### config.mk
export PLATFORM = sky130hd
export DESIGN_NAME = bws_cell
export DESIGN_NICKNAME = d
export VERILOG_FILES = /design/src/hw/rtl/bws_pkg.sv /design/src/hw/rtl/bws_cell.sv
export SDC_FILE = /design/constraint.sdc
export NUM_CORES = 1
export LEC_CHECK = 0
export ABC_AREA = 1
export BUFFER_PORTS_ARGS = -buffer_cell sky130_fd_sc_hd__buf_2
export CELL_PAD_IN_SITES_DETAIL_PLACEMENT = 0
export CELL_PAD_IN_SITES_GLOBAL_PLACEMENT = 2
export CORE_ASPECT_RATIO = 0.75
export CORE_UTILIZATION = 25
export DETAILED_ROUTE_END_ITERATION = 12
export GPL_TIMING_DRIVEN = 0
export HOLD_SLACK_MARGIN = 0.08
export PLACE_DENSITY = 0.8
export SYNTH_ARGS = -nofsm -noshare
export SYNTH_HDL_FRONTEND = slang
export SYNTH_SLANG_ARGS = --single-unit
### constraint.sdc
create_clock -name clk -period 0.8 [get_ports clk]
set_input_delay 0.08 -clock clk [delete_from_list [all_inputs] [get_ports clk]]
set_output_delay 0.08 -clock clk [all_outputs]
set_load 0.02 [all_outputs]
### src/hw/rtl/bws_pkg.sv
// Shared types and constants for the 2D box window sum block.
`timescale 1ns / 1ps
`default_nettype none

package bws_pkg;

  // Field widths fixed by the stream format.
  localparam int SAMPLE_BITS = 16;
  localparam int COL_BITS    = 20;
  localparam int SUM_BITS    = 24;
  localparam int POS_BITS    = 10;

  // Configuration port.
  localparam int CFG_DATA_W  = 11;
  localparam int CFG_INDEX_W = 2;
  localparam int WIN_CFG_W   = 5;

  // Register indexes on the configuration port.
  localparam logic [CFG_INDEX_W-1:0] CFG_FRAME_ROWS  = 2'd0;
  localparam logic [CFG_INDEX_W-1:0] CFG_FRAME_COLS  = 2'd1;
  localparam logic [CFG_INDEX_W-1:0] CFG_WINDOW_SIZE = 2'd2;

  // One input transfer.
  typedef struct packed {
    logic signed [SAMPLE_BITS-1:0] sample;
    logic                          start_of_frame;
  } in_item_t;

  // One result transfer.
  typedef struct packed {
    logic signed [SUM_BITS-1:0] window_sum;
    logic [POS_BITS-1:0]        out_row;
    logic [POS_BITS-1:0]        out_col;
    logic                       end_of_frame;
  } out_item_t;

endpackage

`default_nettype wire

### src/hw/rtl/bws_cell.sv
// One cell of the column-sum delay chain: holds a column sum and passes it on.
`timescale 1ns / 1ps
`default_nettype none

module bws_cell (
  input  wire logic                         clk,
  input  wire logic                         shift_en,
  input  wire logic [bws_pkg::COL_BITS-1:0] d_in,
  output logic      [bws_pkg::COL_BITS-1:0] d_out
);

  logic [bws_pkg::COL_BITS-1:0] value_r;

  // Take the neighbor's value whenever the chain moves.
  always_ff @(posedge clk) begin
    if (shift_en) begin
      value_r <= d_in;
    end
  end

  assign d_out = value_r;

endmodule

`default_nettype wire
==> results.md, run 1 <==
Run status:
- The run finished, with violations left.
- The final reports fail on negative setup slack.

Global routing:
- Entering global routing, the biggest net connects 21 pins.
- The first global-routing pass estimated 2080 um of wire.
- The number of antenna violations at the first check in global routing came to 0.
- Summed over all layers, the global routing overflow is 0.
- The global-route total usage across every layer is 0.115.
- The via count of the first global-routing pass is 452.

STA:
- Setup violations remaining at the end of the flow were counted as 20.
- The timing-limited maximum frequency is ~1100 MHz.
- The post-layout minimum cycle time is approximately 0.93 ns.
- The final critical-path share of the clock period is 1.16.
- The worst hold slack across all endpoints is ~0.26 ns.
- The count of endpoints failing hold in the final timing report is 0.
- Measured against its own limit, the worst slew margin works out to 0.704.
- The final max-slew violation count is 0.
- The post-layout worst setup margin is -0.125 ns.
- The actual transition at the worst max-transition pin is roughly 0.44 ns.
- Setup repair after global routing could not meet its margin everywhere.

Synthesis:
- The share of synthesized area occupied by flip-flops and latches is 1.00.
- The largest total area in the synthesized netlist belongs to sky130_fd_sc_hd__edfxtp_1.
- The number of warning messages in the yosys log is 0.
- In this run, distinct cell masters in the synthesized netlist total 1.
- The total nets after synthesis is 42.
- Ranked by total cell area, the synthesized netlist is headed by sky130_fd_sc_hd__edfxtp_1 (100%).
- The count of state elements after synthesis is 20.
- The post-synthesis instance area is 601 um2.
- Of the post-synthesis cell area, the dominant cell type holds 1.00.
- The average cell area after synthesis is 30.0 um2.
- Synthesis produced 20 cells.

Job:
- Max-cap violations in this run came to 0.

Worst setup path:
- The start-to-end type of the worst setup path is reg -> out.
- The startpoint class of the critical path is a flop.
- The critical-path cell with the highest stage delay is sky130_fd_sc_hd__edfxtp_1.
- The maximum fanout count along the critical path is 1.
- The sort of element at the end of the critical path is an output port.
- The total buffers and inverters traversed by the critical path is 1.
- The delay contributed by the slowest stage of the critical path is approximately 0.39 ns.
- Traced cell by cell, the critical path runs through buf_2.
- The worst endpoint required time is a little over 0.7 ns.
- On the critical path the largest part of the delay comes from flip-flops.
- Data arrives at the worst endpoint at approximately 0.85 ns.

Route:
- The count of nets left with antenna violations after detail routing is 0.
- The final route contains between 400 and 500 vias.
- The remaining routing DRC violations is 0.
- The wire length reported by the detailed router is ~1400 um.
- The detailed-routing iteration count for the pre-antenna-repair pass is 4.
- In the final routed layout, each cell accounts on average for approximately 12 um.
- The DRC violation total after the first TritonRoute iteration is 4.
- The via-per-instance ratio is 3.71.

Final layout:
- After filler insertion, the fill cell instance count of the layout stands at approximately 190.
- The multi-input combinational cell area is 0 um2.
- The number of diodes is 0.
- The number of flip-flops in the largest register is 20.
- The register area is ~600 um2.
- The layout cell share with drive strength beyond 1 is 0.518.
- The net count of the finished layout is ~110.
- For this run, combinational gates with multiple inputs come to 0.
- The core occupancy in the finished layout is 0.540.
- Compared with the post-synthesis result, the final layout area differs by 92.1%.

Power and ir drop:
- The static leakage is a little under 0.5 nW.
- The highest ir drop seen on vdd is about 0.95 mV.
- The power per cell area is 1830 mW/mm2.

Clock network:
- CTS placed an instance of sky130_fd_sc_hd__clkbuf_4 at the clock tree root.
- TritonCTS built the clock tree.
- Counting along the longest clock path gives a buffer depth of 2.
- The clock net in this run drives a total of 20 sinks.
- After clock tree synthesis, the clock-pin slew on the worst setup and hold paths is 0.10 ns.
- Buffers inserted during clock tree synthesis total 3.
- In this run the number of H-tree levels came out at 1.

Floorplan:
- The total area inside the core boundary comes to about 0.0021 mm2.
- The floorplan step set the die width to 58.6 um.
- between 40 and 50 I/O pins were placed.
- The die covers approximately 0.0026 mm2.
- The starting utilization of the core area is 0.281.
- The height of the die is around 44 um.
- The row count is 14.

Place:
- At the end of routability-driven placement, the weighted congestion stood at approximately 0.64.
- In this run the tool buffered the top-level ports with slightly above 40 buffer cells.

Min path:
- The min-delay analysis places its worst path in the category in -> reg.
power breakdown:
part	total (mW)	switching (mW)	internal (mW)
registers	1.28	0.0308	1.25
logic	0.384	0.174	0.210
clock network	0.457	0.276	0.181
cell usage in the layout, fill, tap and decap left out, drive strengths merged:
cell         netlist  routed
clkbuf             0       3
dlygate4sd3        0      20
clkinv             0       1
buf                0      41
edfxtp            20      20
synthesized netlist by cell type (all sizes together):
library cell,n
edfxtp,20
path summary, 6_finish.rpt:
path	to	start	cells after the start
hold / removal	d_out[6]	shift_en	1
setup / recovery	d_out[11]	d_out[11]	1
cell type report:
class,count,area share
Sequential cell,20,0.521
Timing Repair Buffer,61,0.422
Tap cell,32,0.0347
Clock buffer,3,0.0195
Clock inverter,1,0.00325
cells by family after synthesis:
| logic type | count (synthesis) | synth area share |
|---|---|---|
| flops | 20 | 1.00 |
metrics by stage:
stage / setup TNS [ns] / power (mW) / area [um2] / setup slack, ns / instances
after floorplan: 0 / 1.40 / 601 / 0.271 / 20
after global placement: -0.137 / 1.53 / 846 / -0.00741 / 93
after detailed placement: -0.400 / 1.54 / 846 / -0.0204 / 93
after CTS: -2.49 / 2.11 / 1100 / -0.146 / 117
after global routing: -3.19 / 2.23 / 1150 / -0.174 / 117
final: -2.18 / 2.12 / 1150 / -0.125 / 117
what timing repair did:
| item | in CTS | in global routing |
|---|---|---|
| gates resized for setup | 8 | 18 |
| setup buffers | 0 | 0 |
| endpoints found under the hold margin | 20 | 0 |
| hold buffers | 20 | 0 |
| setup endpoints to repair | 20 | 20 |
layer usage:
layer	part of all wire	up-vias	routed length, um	GRT usage
met5	0	-	0	0
met4	0.014	0	19	0.0429
met3	0.047	2	66	0.0439
met2	0.54	13	764	0.184
met1	0.39	208	553	0.142
li1	-	211	-	-
Note: power is estimated with default switching activity, not from simulation.
==> inputs of run 2 (changes only) <==
--- a/config.mk
+++ b/config.mk
@@ -10,11 +10,12 @@
 export CELL_PAD_IN_SITES_DETAIL_PLACEMENT = 0
 export CELL_PAD_IN_SITES_GLOBAL_PLACEMENT = 2
 export CORE_ASPECT_RATIO = 0.75
-export CORE_UTILIZATION = 25
+export CORE_UTILIZATION = 27
+export CTS_BUF_LIST = sky130_fd_sc_hd__clkbuf_2 sky130_fd_sc_hd__clkbuf_4 sky130_fd_sc_hd__clkbuf_8
 export DETAILED_ROUTE_END_ITERATION = 12
 export GPL_TIMING_DRIVEN = 0
 export HOLD_SLACK_MARGIN = 0.08
-export PLACE_DENSITY = 0.8
+export PLACE_DENSITY = 0.85
 export SYNTH_ARGS = -nofsm -noshare
 export SYNTH_HDL_FRONTEND = slang
 export SYNTH_SLANG_ARGS = --single-unit
==> results.md, run 2 (synthesis gave the netlist of run 1 again) <==
Run status:
- The flow ran to the end, but the final reports show violations.
- The final reports fail on negative setup slack.

STA:
- Setup violations remaining at the end of the flow were counted as 20.
- The final max-slew violation count is 0.
- Setup repair after global routing could not meet its margin everywhere.
- The actual transition at the worst max-transition pin is between 0.4 and 0.5 ns.
- The headroom to the max-slew limit is 0.714.
- For the finished layout, the period the worst path requires is about 0.97 ns.
- The count of endpoints failing hold in the final timing report is 0.
- In the post-route analysis, the smallest setup slack over all paths is -0.171 ns.
- The timing-limited maximum frequency is slightly above 1000 MHz.
- Dividing the final minimum period by the clock period gives 1.21.

Floorplan:
- The top-level I/O count is 42.
- The height of the die is about 43 um.
- The initial utilization of the core area, before any placement, comes to 0.293.
- In this run the horizontal extent of the chip is about 56 um.
- The die covers 0.00242 mm2.
- The floorplan step defined a core boundary enclosing 0.00205 mm2.
- The initialized floorplan defines 14 standard-cell rows.

Final layout:
- The register with the most flip-flops in the layout has 20 of them.
- In the layout the commonest cells are sky130_fd_sc_hd__buf_2 (30), sky130_fd_sc_hd__edfxtp_1 (20), sky130_fd_sc_hd__dlygate4sd3_1 (20).
- The number of multi-input combinational cells in the layout is 0.
- Leaving out fill and tap cells, the most frequent cell in the layout is sky130_fd_sc_hd__buf_2.
- In the final layout, the multi-input gates occupy 0 um2.
- The layout cell share with drive strength beyond 1 is 0.518.
- The net count of the finished layout is 108.
- The area growth from synthesis to layout is 88.3%.
- The number of antenna diodes in the final layout is 0.
- The layout has ~150 filler cells.
- The summed area of non-filler cells in the final layout is approximately 0.0011 mm2.
- Excluding fillers, the count of instances in the completed layout stands at approximately 110.
- At the end of the flow the core is filled with cells to 0.552.

Worst setup path:
- Of all nets on the critical path, the largest fanout is 1.
- The signal on the critical path passes through buf_2.
- The total buffers and inverters traversed by the critical path is 1.
- The largest single stage delay on the critical path is 0.41 ns.
- The worst setup path is of the reg -> out kind.
- STA puts the critical path data required time at roughly 0.7 ns.
- At the worst endpoint, the arrival time is ~0.89 ns.
- STA classifies the critical path endpoint as an output port.
- The worst setup path is launched from a flop.
- The critical-path cell with the highest stage delay is sky130_fd_sc_hd__edfxtp_1.
- The kind of cell adding the most delay to the critical path is flip-flops.

Power and ir drop:
- For this design the total switching power over the nets is 0.506 mW.
- Of the total power, the clock network draws 0.222.
- The static leakage is roughly 0.48 nW.
- The part of the power in combinational logic is 0.180.
- Of the total power, the share spent switching nets is 0.237.
- The highest ir drop seen on vdd is roughly 1.2 mV.
- The share of power burned in registers is 0.598.
- Power comes to between 2 and 2.5 mW.
- Cell internal power was estimated by the tool at around 1.6 mW.
- The power per cell area is ~1900 mW/mm2.

Clock network:
- The CTS tree is built.
- The CTS buffer count is 3.
- In this run the number of H-tree levels came out at 1.
- The buffer levels on the longest clock path is 2.
- The total number of clock tree sinks is 20.
- Clock-pin slew was measured on the worst setup and hold paths at ~0.11 ns.
- In this run the clock root is driven by a sky130_fd_sc_hd__clkbuf_4.
- The total setup buffers inserted after CTS is 0.

Global routing:
- The global-route congestion overflow total is 0.
- The wire length of the first global-routing pass is 2200 um.
- In the global route stage, met2 resource usage came out at 0.231.
- The fraction of met3 tracks used by global routing is 0.0305.
- The maximum number of pins on one net before global-route repair is 21.
- The number of antenna violations at the first check in global routing is 0.
- The global-route total usage across every layer is 0.135.
- The layer with the highest usage after global routing is met2.
- The via count of the first global-routing pass is 459.
- The global-route met1 utilization is 0.141.

Route:
- For this run, design rule violations remaining after detail routing come to 0.
- The final layout contains routed wiring with a total length of 1510 um.
- The first TritonRoute pass finished after 4 iterations.
- The total vias in the final route is around 440.
- In the final routed layout, each cell accounts on average for roughly 14 um.
- The DRC violation total after the first TritonRoute iteration is 7.
- The count of nets left with antenna violations after detail routing is 0.
- Dividing the detail-routed via count by the number of cells gives around 4.

Job:
- The max-cap check violation count is 0.

Place:
- Including well taps, the total number of placed cells is 85.
- The setup slack at placement is -0.0171 ns.
- Routability-driven placement finished with a final weighted congestion of about 0.60.
- The count of input and output buffers is between 40 and 50.
- Summing all placed instances gives a cell area of 836 um2.

Min path:
- The path category of the worst min-delay check is in -> reg.
- Counting instances, the worst hold path has a depth of 1.
- The worst min-delay path endpoint is d_out[6].
- The launch point of the worst hold path is shift_en.
-- run 2: through the flow --
| stage | hold slack [ns] | TNS, ns |
|---|---|---|
| 2_1_floorplan | 0.179 | 0 |
| 3_3_place_gp | 0.257 | 0 |
| 3_5_place_dp | 0.258 | -0.332 |
| 4_1_cts | 0.234 | -2.55 |
| 5_1_grt | 0.238 | -3.41 |
| 6_report | 0.241 | -2.41 |
-- run 2: how the worst max path moves through the flow --
stage	endpoint	start	slack (ns)	cells past startpoint
final	d_out[0]	d_out[0]	-0.17	1
after global routing	d_out[0]	d_out[0]	-0.21	1
after CTS	d_out[16]	d_out[16]	-0.14	1
after detailed placement	d_out[10]	shift_en	-0.02	1
after global placement	d_out[18]	shift_en	0.0008	1
after floorplan	d_out[0]	d_out[0]	0.27	0
-- run 2: power by group through the flow --
stage          sequential, mW  clock, mW  combinational [mW]
2_1_floorplan            1.40          0                   0
3_3_place_gp             1.28          0               0.253
3_5_place_dp             1.28          0               0.254
4_1_cts                  1.26      0.496               0.329
5_1_grt                  1.28      0.552               0.398
6_report                 1.28      0.474               0.383
-- run 2: area by class of cell --
cell class,count,area [um2],area share
Clock buffer,3,22.5,0.0199
Clock inverter,1,3.75,0.00332
Timing Repair Buffer,61,474,0.419
Tap cell,24,30.0,0.0265
Sequential cell,20,601,0.531
-- run 2: timing repair --
| item | 4_1_cts | 5_1_grt |
|---|---|---|
| resized for setup | 0 | 22 |
| endpoints found under the setup margin | 20 | 20 |
| endpoints found under the hold margin | 20 | 0 |
| hold buffers | 20 | 0 |
-- run 2: metal layers --
layer,up-vias,part of all wire
met1,213,0.36
met2,10,0.60
met4,0,0.032
met5,-,0
li1,210,-
met3,4,0.014
